File: config.mk
export PLATFORM = sky130hd
export DESIGN_NAME = four_digit_seven_segment_formatter_top
export DESIGN_NICKNAME = d
export VERILOG_FILES = /design/src/rtl/fdss_pkg.sv /design/src/rtl/fdss_glyph.sv /design/src/rtl/fdss_seq.sv /design/src/rtl/four_digit_seven_segment_formatter_top.sv
export SDC_FILE = /design/constraint.sdc
export NUM_CORES = 1
export LEC_CHECK = 0
export BUFFER_PORTS_ARGS = -buffer_cell sky130_fd_sc_hd__clkbuf_2
export CAP_MARGIN = 15
export CORE_MARGIN = 3
export CORE_UTILIZATION = 40
export CTS_BUF_LIST = sky130_fd_sc_hd__clkbuf_8
export DETAILED_ROUTE_END_ITERATION = 10
export GPL_TIMING_DRIVEN = 0
export PLACE_DENSITY_LB_ADDON = 0.15
export SYNTH_ARGS = -nofsm -noshare
export SYNTH_HDL_FRONTEND = slang
export SYNTH_SLANG_ARGS = --single-unit
export TNS_END_PERCENT = 100
File: constraint.sdc
create_clock -name clk_i -period 7.16 [get_ports clk_i]
set_input_delay 0 -clock clk_i [delete_from_list [all_inputs] [get_ports clk_i]]
set_output_delay 0 -clock clk_i [all_outputs]
set_load 0.005 [all_outputs]
File: src/rtl/fdss_pkg.sv
`default_nettype none

package fdss_pkg;

  localparam logic [1:0] OpDecimal = 2'd0;
  localparam logic [1:0] OpHex     = 2'd1;
  localparam logic [1:0] OpChar    = 2'd2;

  localparam logic [7:0] CodeDash  = 8'd16;
  localparam logic [7:0] CodeBlank = 8'd17;
  localparam int unsigned NumMapLen = 18;
  localparam logic [7:0] AsciiFirst = 8'd32;
  localparam logic [7:0] AsciiLast  = 8'd127;

  localparam logic [7:0] SegBlank = 8'hFF;
  localparam logic [7:0] DotMask  = 8'h7F;

  localparam logic [7:0] NumMap [NumMapLen] = '{
    8'hC0, 8'hF9, 8'hA4, 8'hB0, 8'h99, 8'h92, 8'h82, 8'hF8, 8'h80, 8'h90,
    8'h88, 8'h83, 8'hC6, 8'hA1, 8'h86, 8'h8E, 8'hBF, 8'hFF
  };

  // Active-high glyphs for ASCII 32 to 127.
  localparam logic [7:0] AsciiMap [96] = '{
    8'h00, 8'h86, 8'h22, 8'h7E, 8'h6D, 8'hD2, 8'h46, 8'h20,
    8'h29, 8'h0B, 8'h21, 8'h70, 8'h10, 8'h40, 8'h80, 8'h52,
    8'h3F, 8'h06, 8'h5B, 8'h4F, 8'h66, 8'h6D, 8'h7D, 8'h07,
    8'h7F, 8'h6F, 8'h09, 8'h0D, 8'h61, 8'h48, 8'h43, 8'hD3,
    8'h5F, 8'h77, 8'h7C, 8'h39, 8'h5E, 8'h79, 8'h71, 8'h3D,
    8'h76, 8'h30, 8'h1E, 8'h75, 8'h38, 8'h15, 8'h37, 8'h3F,
    8'h73, 8'h6B, 8'h33, 8'h6D, 8'h78, 8'h3E, 8'h3E, 8'h2A,
    8'h76, 8'h6E, 8'h5B, 8'h39, 8'h64, 8'h0F, 8'h23, 8'h08,
    8'h02, 8'h5F, 8'h7C, 8'h58, 8'h5E, 8'h7B, 8'h71, 8'h6F,
    8'h74, 8'h10, 8'h0C, 8'h75, 8'h30, 8'h14, 8'h54, 8'h5C,
    8'h73, 8'h67, 8'h50, 8'h6D, 8'h78, 8'h1C, 8'h1C, 8'h14,
    8'h76, 8'h6E, 8'h5B, 8'h46, 8'h30, 8'h70, 8'h01, 8'h00
  };

  // Reciprocal of ten for 16-bit operands: x / 10 == (x * 52429) >> 19.
  localparam logic [31:0] RecipTen = 32'd52429;
  localparam int unsigned RecipShift = 19;

  typedef struct packed {
    logic [7:0] code;
    logic [1:0] pos;
    logic       dot;
    logic       last;
  } beat_t;

endpackage

`default_nettype wire

File: src/rtl/fdss_glyph.sv
`default_nettype none

module fdss_glyph (
  input  wire logic [7:0] code_i,
  input  wire logic       dot_i,
  output logic      [7:0] segments_o
);

  logic [6:0] ascii_idx;
  logic [7:0] seg;

  assign ascii_idx = code_i[6:0] - fdss_pkg::AsciiFirst[6:0];

  always_comb begin
    if (code_i < 8'(fdss_pkg::NumMapLen)) begin
      seg = fdss_pkg::NumMap[code_i[4:0]];
    end else if (code_i >= fdss_pkg::AsciiFirst && code_i <= fdss_pkg::AsciiLast) begin
      seg = ~fdss_pkg::AsciiMap[ascii_idx];
    end else begin
      seg = fdss_pkg::SegBlank;
    end
  end

  assign segments_o = dot_i ? (seg & fdss_pkg::DotMask) : seg;

endmodule

`default_nettype wire

File: src/rtl/fdss_seq.sv
`default_nettype none

module fdss_seq (
  input  wire logic              clk_i,
  input  wire logic              rst_ni,
  input  wire logic              load_i,
  input  wire logic [1:0]        operation_i,
  input  wire logic [15:0]       value_i,
  input  wire logic [1:0]        digit_position_i,
  input  wire logic [7:0]        char_code_i,
  input  wire logic              dot_i,
  input  wire logic              advance_i,
  output logic                   busy_o,
  output fdss_pkg::beat_t        beat_o
);

  logic        busy_q, busy_d;
  logic [1:0]  op_q, op_d;
  logic [15:0] work_q, work_d;
  logic        neg_q, neg_d;
  logic        more_q, more_d;
  logic        dash_q, dash_d;
  logic [1:0]  pos_q, pos_d;
  logic        dot_q, dot_d;

  logic [31:0] prod;
  logic [15:0] quot;
  logic [15:0] rem;
  logic        digit_ok;
  fdss_pkg::beat_t beat;

  assign prod     = 32'(work_q) * fdss_pkg::RecipTen;
  assign quot     = 16'(prod[31:fdss_pkg::RecipShift]);
  assign rem      = work_q - {quot[12:0], 3'b000} - {quot[14:0], 1'b0};
  assign digit_ok = more_q && (!neg_q || pos_q != 2'd0);

  always_comb begin
    beat.pos  = pos_q;
    beat.dot  = 1'b0;
    beat.last = (pos_q == 2'd0);
    unique case (op_q)
      fdss_pkg::OpDecimal: begin
        if (digit_ok) begin
          beat.code = {4'b0000, rem[3:0]};
        end else if (neg_q && !dash_q) begin
          beat.code = fdss_pkg::CodeDash;
        end else begin
          beat.code = fdss_pkg::CodeBlank;
        end
      end
      fdss_pkg::OpHex: begin
        beat.code = {4'b0000, work_q[3:0]};
      end
      fdss_pkg::OpChar: begin
        beat.code = work_q[7:0];
        beat.dot  = dot_q;
        beat.last = 1'b1;
      end
      default: begin
        beat.code = fdss_pkg::CodeBlank;
        beat.last = 1'b1;
      end
    endcase
  end

  always_comb begin
    busy_d = busy_q;
    op_d   = op_q;
    work_d = work_q;
    neg_d  = neg_q;
    more_d = more_q;
    dash_d = dash_q;
    pos_d  = pos_q;
    dot_d  = dot_q;
    if (load_i) begin
      busy_d = (operation_i == fdss_pkg::OpDecimal) || (operation_i == fdss_pkg::OpHex)
               || (operation_i == fdss_pkg::OpChar);
      op_d   = operation_i;
      neg_d  = (operation_i == fdss_pkg::OpDecimal) && value_i[15];
      more_d = 1'b1;
      dash_d = 1'b0;
      dot_d  = dot_i;
      pos_d  = (operation_i == fdss_pkg::OpChar) ? digit_position_i : 2'd3;
      if (operation_i == fdss_pkg::OpChar) begin
        work_d = {8'h00, char_code_i};
      end else if ((operation_i == fdss_pkg::OpDecimal) && value_i[15]) begin
        work_d = 16'(~value_i + 16'd1);
      end else begin
        work_d = value_i;
      end
    end else if (advance_i) begin
      busy_d = !beat.last;
      pos_d  = pos_q - 2'd1;
      if (op_q == fdss_pkg::OpHex) begin
        work_d = {4'h0, work_q[15:4]};
      end else if (op_q == fdss_pkg::OpDecimal) begin
        if (digit_ok) begin
          work_d = quot;
          more_d = (quot != 16'd0);
        end else if (neg_q) begin
          dash_d = 1'b1;
        end
      end
    end
  end

  always_ff @(posedge clk_i or negedge rst_ni) begin
    if (!rst_ni) begin
      busy_q <= 1'b0;
    end else begin
      busy_q <= busy_d;
    end
  end

  always_ff @(posedge clk_i) begin
    op_q   <= op_d;
    work_q <= work_d;
    neg_q  <= neg_d;
    more_q <= more_d;
    dash_q <= dash_d;
    pos_q  <= pos_d;
    dot_q  <= dot_d;
  end

  assign busy_o = busy_q;
  assign beat_o = beat;

endmodule

`default_nettype wire

File: src/rtl/four_digit_seven_segment_formatter_top.sv
`default_nettype none

// Channel   Direction  tdata (low bit up)                                 tuser      tlast
// s_axis    in         value[15:0] digit_position[17:16] char_code[25:18]  operation  -
//                      dot[26], zero pad to 32 bits
// m_axis    out        segments[7:0] digit_select[11:8], zero pad to 16     -          last
//
// A decimal or hex request gives four writes, one per cycle unless the output stalls, and
// occupies the digit sequencer until the last of them; a character request gives one write
// and an unused operation code is consumed with no output.
// The next request is taken in the cycle the sequencer hands its final write to the
// output register, so requests follow each other without a gap.
// A stalled output holds the output register and the sequencer; reset is asynchronous
// and clears only the busy and valid flags.

module four_digit_seven_segment_formatter_top (
  input  wire logic        clk_i,
  input  wire logic        rst_ni,
  input  wire logic        s_axis_tvalid,
  output logic             s_axis_tready,
  input  wire logic [31:0] s_axis_tdata,  // value, digit_position, char_code, dot
  input  wire logic [1:0]  s_axis_tuser,  // operation
  output logic             m_axis_tvalid,
  input  wire logic        m_axis_tready,
  output logic      [15:0] m_axis_tdata,  // segments, digit_select
  output logic             m_axis_tlast
);

  logic            busy;
  logic            advance;
  logic            load;
  fdss_pkg::beat_t beat;
  logic [7:0]      seg;

  logic            out_valid_q, out_valid_d;
  logic [7:0]      seg_q;
  logic [3:0]      sel_q;
  logic            last_q;

  assign advance       = busy && (!out_valid_q || m_axis_tready);
  assign s_axis_tready = !busy || (advance && beat.last);
  assign load          = s_axis_tvalid && s_axis_tready;

  fdss_seq u_seq (
    .clk_i            (clk_i),
    .rst_ni           (rst_ni),
    .load_i           (load),
    .operation_i      (s_axis_tuser),
    .value_i          (s_axis_tdata[15:0]),
    .digit_position_i (s_axis_tdata[17:16]),
    .char_code_i      (s_axis_tdata[25:18]),
    .dot_i            (s_axis_tdata[26]),
    .advance_i        (advance),
    .busy_o           (busy),
    .beat_o           (beat)
  );

  fdss_glyph u_glyph (
    .code_i     (beat.code),
    .dot_i      (beat.dot),
    .segments_o (seg)
  );

  always_comb begin
    out_valid_d = out_valid_q;
    if (advance) begin
      out_valid_d = 1'b1;
    end else if (m_axis_tready) begin
      out_valid_d = 1'b0;
    end
  end

  always_ff @(posedge clk_i or negedge rst_ni) begin
    if (!rst_ni) begin
      out_valid_q <= 1'b0;
    end else begin
      out_valid_q <= out_valid_d;
    end
  end

  always_ff @(posedge clk_i) begin
    if (advance) begin
      seg_q  <= seg;
      sel_q  <= 4'b0001 << beat.pos;
      last_q <= beat.last;
    end
  end

  assign m_axis_tvalid = out_valid_q;
  assign m_axis_tdata  = {4'h0, sel_q, seg_q};
  assign m_axis_tlast  = last_q;

endmodule

`default_nettype wire

==> results of run 1 <==
==> per-layer routing <==
| metal | GRT usage | up-vias |
|---|---|---|
| li1 | - | 3371 |
| met1 | 0.331 | 3318 |
| met2 | 0.339 | 266 |
| met3 | 0.0429 | 40 |
| met4 | 0.0545 | 0 |
| met5 | 0 | - |
==> cells in the mapped netlist (all sizes together) (13+ instances only) <==
| cell | number | area [um^2] |
|---|---|---|
| a211oi | 13 | 97.6 |
| a21oi | 48 | 240 |
| a31oi | 22 | 138 |
| clkbuf | 23 | 86.3 |
| edfxtp | 35 | 1050 |
| fa | 80 | 1600 |
| ha | 147 | 1840 |
| inv | 168 | 631 |
| nand2 | 76 | 285 |
| nand3 | 21 | 105 |
| nor2 | 52 | 198 |
| nor3 | 16 | 80.1 |
| o21ai | 23 | 115 |
| xnor2 | 17 | 149 |
| xor2 | 16 | 140 |
==> tightest hold or removal path, stage by stage <==
cell and delay (ns):
clkbuf_2 0.09, a211oi_1 0.05, a21oi_1 0.10
==> worst paths after layout <==
kind,slack [ns],to,cells after the start
max in group asynchronous,6.49,m_axis_tvalid,3
min in group asynchronous,0.54,u_seq.busy_o,3
max,0.10,seg_q[6],30
max reg2reg,0.10,seg_q[6],30
min,0.05,u_seq.work_q[7],3
min reg2reg,0.49,u_seq.dash_q,2
==> cells in the final DEF (no fill, tap or decap), drive strengths merged, types with 11 or more instances in the layout <==
| cell type | instances |
|---|---|
| edfxtp | 35 |
| a31oi | 22 |
| fa | 80 |
| buf | 75 |
| clkbuf | 68 |
| nand2 | 76 |
| a211oi | 13 |
| xnor2 | 17 |
| inv | 168 |
| nor2 | 52 |
| o21ai | 23 |
| nor3 | 16 |
| ha | 147 |
| nand2b | 11 |
| a21oi | 49 |
| xor2 | 16 |
| nand3 | 21 |
==> kinds of logic (layout without fill, tap and decap cells) <==
| group | count (synthesis) | count (layout) | synth area share |
|---|---|---|---|
| compound gates | 179 | 180 | 0.152 |
| xor+xnor | 34 | 34 | 0.0388 |
| fa+ha+maj | 227 | 227 | 0.429 |
| mux | 6 | 6 | 0.00920 |
| flops | 39 | 39 | 0.142 |
| other cells | 1 | 4 | 0.000467 |
| simple gates | 221 | 221 | 0.128 |
| buf+inv | 203 | 324 | 0.0999 |
==> state kept, by name, summed over array words and instances, names as in the netlist <==
signal         count
seg_q              8
u_seq.dot_q        1
m_axis_tvalid      1
u_seq.pos_q        2
u_seq.neg_q        1
u_seq.dash_q       1
sel_q              4
u_seq.busy_o       1
u_seq.work_q      16
m_axis_tlast       1
u_seq.op_q         2
u_seq.more_q       1
==> through the flow <==
stage               instances  area, um^2  utilization
detailed placement       1226        8620        0.440
finish                   1300        9790        0.500
global placement         1225        8610        0.440
CTS                      1287        9460        0.483
global route             1300        9790        0.500
floorplan                 913        8050            -
==> cell type report <==
cell class                      instances  share of cell area
Clock buffer                            6             0.00844
Timing Repair Buffer                  118              0.0822
Sequential cell                        39               0.117
Inverter                              169              0.0654
Buffer                                 29              0.0208
Multi-Input combinational cell        672               0.669
Clock inverter                          2             0.00396
Tap cell                              265              0.0339
==> repair_timing <==
action | in CTS | in global routing
setup endpoints to repair | 8 | 8
setup buffers | 45 | 15
hold endpoints to repair | 10 | 0
gates cloned | 0 | 1
resized for setup | 49 | 51
hold buffers | 10 | 0
pin swaps | 25 | 28
==> impl_metrics.yaml, run 1 <==
outcome:
  outcome: "completed"
setup_path:
  cp_top_family: "adder cells"
  cpMostUsedCell: "fa_1"
  cpMaxStageDelayCell: "fa_1"
  cp-end-kind: "register"
  cp_data_required_time_ns: 7.25
  cp.arrival_ns: 7.15
  crit_start: "u_seq.work_q[3]"
  worstSetupPathType: "register to register"
  worstSetupStartpointType: "register"
  cpPeakStageDelay_ns: 0.57
  r2r-start: "u_seq.work_q[3]"
  crit_fanout: 13
  crit_buf_inv: 6
sta:
  relSlewSlack: 0.286
  timing.final.ws_setup_ns: 0.102
  finalHoldViolCount: 0
  timing.setup.tns_ns: 0
  skew_ns: 0.0429
  finalCritPeriodShare: 0.986
  hold_ws_ns: 0.0506
  period_needed_ns: 7.06
  setup_viol: 0
  tightest_slew_ns: 1.07
  rsz0062_at_grt: "yes"
  finalMaxSlewViolations: 0
  fmax_ghz: 0.142
route:
  routed_wl_um: 24200
  wl_per_cell_um: 18.6
  postRouteAntennaNets: 0
  first_iter_violations: 588
  dr.pass1.iters: 8
  met3_length_um: 1750
  dr.max_layer_used: "met4"
  vias: 6995
  routed_via_density: 5.38
  wl_met2_um: 10500
  wl_met1_um: 11500
  drcViolationCount: 0
floorplan:
  die_h_um: 148
  die-width_um: 148
  num_rows: 51
  core-area_um2: 19600
  io_pins: 57
  initial_core_util: 0.410
  die-area_um2: 21800
hold_path:
  hold_path_startpoint: "s_axis_tdata[25]"
  hp-class: "input port to register"
clocking:
  root_buffer: "clkbuf_8"
  clock_latency_ns: 0.35
  tritoncts: "built"
  htreeDepth: 2
  clockBufferDepth: 2
  clk_pin_slew_worst_paths_ns: 0.13
  clock_sinks: 39
  cts_buffers: 5
synthesis:
  synth_seq_area_share: 0.142
  async_flop_share: 0.0513
  syn_inst: 910
  synth_cell_type_count: 71
  syn_avg_cell_area_um2: 8.82
  synth_edf_count: 35
  synth_warnings: 0
  ys.flop_type: "edfxtp_1"
  ys_ff_latch: 39
  synth_area_um2: 8030
layout:
  register_area_um2: 1140
  num-fill-cells: 1897
  syn_to_final_growth_pct: 21.9
  nNetsFinal: 1299
  antenna_cells: 0
  multiInputGateArea_um2: 6550
  drive_above_1_share: 0.198
global_routing:
  grt_pass1_wl_um: 38400
  antenna_found_initial: 0
  grt_usage: 0.224
  grt_overflow_total: 0
  grt_pass1_vias: 7048
  grt_start_max_net_pins: 16
flow_run:
  max-cap-violations: 0
placement:
  gp_congestion: 0.965
  io_buffers: 47
  hpwlAfterDp_um: 18600
  place_ws_ns: -1.74
Power of run 1 is not shown: default switching activity piles up to over one toggle a cycle in this logic, so the estimate is an artifact.
==> run 2, diff against run 1 <==
==> constraint.sdc (replaced) <==
create_clock -name clk_i -period 7.16 [get_ports clk_i]
set_input_delay 1.432 -clock clk_i [delete_from_list [all_inputs] [get_ports clk_i]]
set_output_delay 1.432 -clock clk_i [all_outputs]
set_load 0.005 [all_outputs]
==> run 2 against run 1 <==
Against the previous run:
- clock-buffer cell count unchanged
- hold slack improved by 0.44 ns
- maximum frequency is 0.19% higher
- critical endpoint unchanged
- core utilization down 0.51 points
==> impl_metrics.yaml, run 2 (same netlist as run 1, synthesis figures left out) <==
route:
  dr.max_layer_used: "met4"
  wl_per_cell_um: 18.7
  routed_via_density: 5.40
  wl_met1_um: 11600
  vias: 6966
  met3_length_um: 1690
  postRouteAntennaNets: 0
  routed_wl_um: 24100
  first_iter_violations: 558
  dr.pass1.iters: 6
  drcViolationCount: 0
  wl_met2_um: 10300
setup_path:
  worstSetupPathType: "register to register"
  cp-end-kind: "register"
  rrSetupSlack_ns: 0.12
  cp.arrival_ns: 7.23
  worstSetupStartpointType: "register"
  cp_data_required_time_ns: 7.35
  r2r_cells: 22
  crit_fanout: 12
sta:
  tightest_slew_ns: 1.06
  relSlewSlack: 0.291
  skew_ns: 0.0426
  finalMaxSlewViolations: 0
  finalCritPeriodShare: 0.984
  period_needed_ns: 7.04
  finalHoldViolCount: 0
  fmax_ghz: 0.142
  setup_viol: 0
  rsz0062_at_grt: "yes"
hold_path:
  hold_path_depth: 2
  hp-class: "register to register"
floorplan:
  die-area_um2: 21800
  core-area_um2: 19600
  initial_core_util: 0.410
  num_rows: 51
  io_pins: 57
  die_h_um: 148
  die-width_um: 148
clocking:
  htreeDepth: 2
  cts_hold_buf: 0
  clockBufferDepth: 2
  clk_pin_slew_worst_paths_ns: 0.13
  clock_latency_ns: 0.35
  cts_buffers: 5
  clock_sinks: 39
  root_buffer: "clkbuf_8"
  tritoncts: "built"
layout:
  top_register: "u_seq.work_q"
  syn_to_final_growth_pct: 20.7
  register_area_um2: 1140
  num-fill-cells: 1909
  nNetsFinal: 1289
  utilization: 0.495
  antenna_cells: 0
  reg.largest.list: "u_seq.work_q x16, seg_q x8, sel_q x4"
  layout_common_cells: "inv_1 (162), ha_1 (125), fa_1 (80)"
  drive_above_1_share: 0.200
  multiInputGateArea_um2: 6550
  final_common_cell: "inv_1"
  largest_reg_flops: 16
  layout.cells.non_filler: 1290
global_routing:
  grt_overflow_total: 0
  grt_pass1_vias: 7002
  antenna_found_initial: 0
  grt_pass1_wl_um: 38200
  grt_start_max_net_pins: 16
  grt_usage: 0.223
placement:
  hpwlAfterDp_um: 18600
  io_buffers: 47
  gp_congestion: 0.965
  dpl.cell_count: 1226
outcome:
  outcome: "completed"
flow_run:
  max-cap-violations: 0
run 2: changes by cell type in the layout (fill, tap and decap cells not counted):
cell,previous run,this run
dlygate4sd3_1,10,0
run 2: metal layers:
metal,vias to the layer above,global-route usage
met2,259,0.336
met5,-,0
li1,3349,-
met4,0,0.0545
met1,3306,0.331
met3,52,0.0429
run 2: path summary, 6_finish.rpt:
| path | startpoint | endpoint |
|---|---|---|
| setup / recovery | u_seq.work_q[3] | seg_q[6] |
| setup reg to reg | u_seq.work_q[3] | seg_q[6] |
| hold / removal | u_seq.dash_q | u_seq.dash_q |
| max in group asynchronous | rst_ni | m_axis_tvalid |
| hold reg to reg | u_seq.dash_q | u_seq.dash_q |
| min in group asynchronous | rst_ni | u_seq.busy_o |
run 2: repair_timing:
action,CTS,global route
pin swaps,25,28
gates cloned,0,1
buffers inserted,45,15
setup endpoints to repair,8,8
endpoints found under the hold margin,0,0
gates resized for setup,49,51
run 2: layout make-up:
class	count	share of cell area
Buffer	29	0.0211
Timing Repair Buffer	108	0.0727
Clock inverter	2	0.00400
Tap cell	265	0.0342
Sequential cell	39	0.118
Multi-Input combinational cell	672	0.676
Inverter	169	0.0661
Clock buffer	6	0.00852
run 2: per-stage QoR:
step	hold slack (ns)	setup WS [ns]	cell area (um^2)	TNS [ns]
after floorplan	0.441	0.00867	8050	0
after global routing	0.542	-0.0866	9690	-0.345
after CTS	0.498	0.00301	9360	0
after global placement	0.457	-1.82	8610	-12.28
after detailed placement	0.476	-1.74	8620	-11.60
final	0.491	0.115	9690	0
run 2: worst max-delay path: stages, from the launching register on:
cell	delay (ns)
edfxtp_1	0.54
ha_4	0.34
inv_1	0.05
fa_1	0.54
inv_1	0.06
fa_1	0.57
fa_1	0.46
fa_1	0.47
fa_1	0.54
ha_4	0.22
a21oi_2	0.15
nand3_1	0.08
inv_1	0.06
o211ai_1	0.15
a21o_1	0.26
and2_4	0.20
ha_1	0.30
o21a_4	0.30
ha_2	0.40
nor3_1	0.45
nor4_1	0.16
or3_1	0.39
a32oi_1	0.22
Power of run 2 is left out for the same reason.
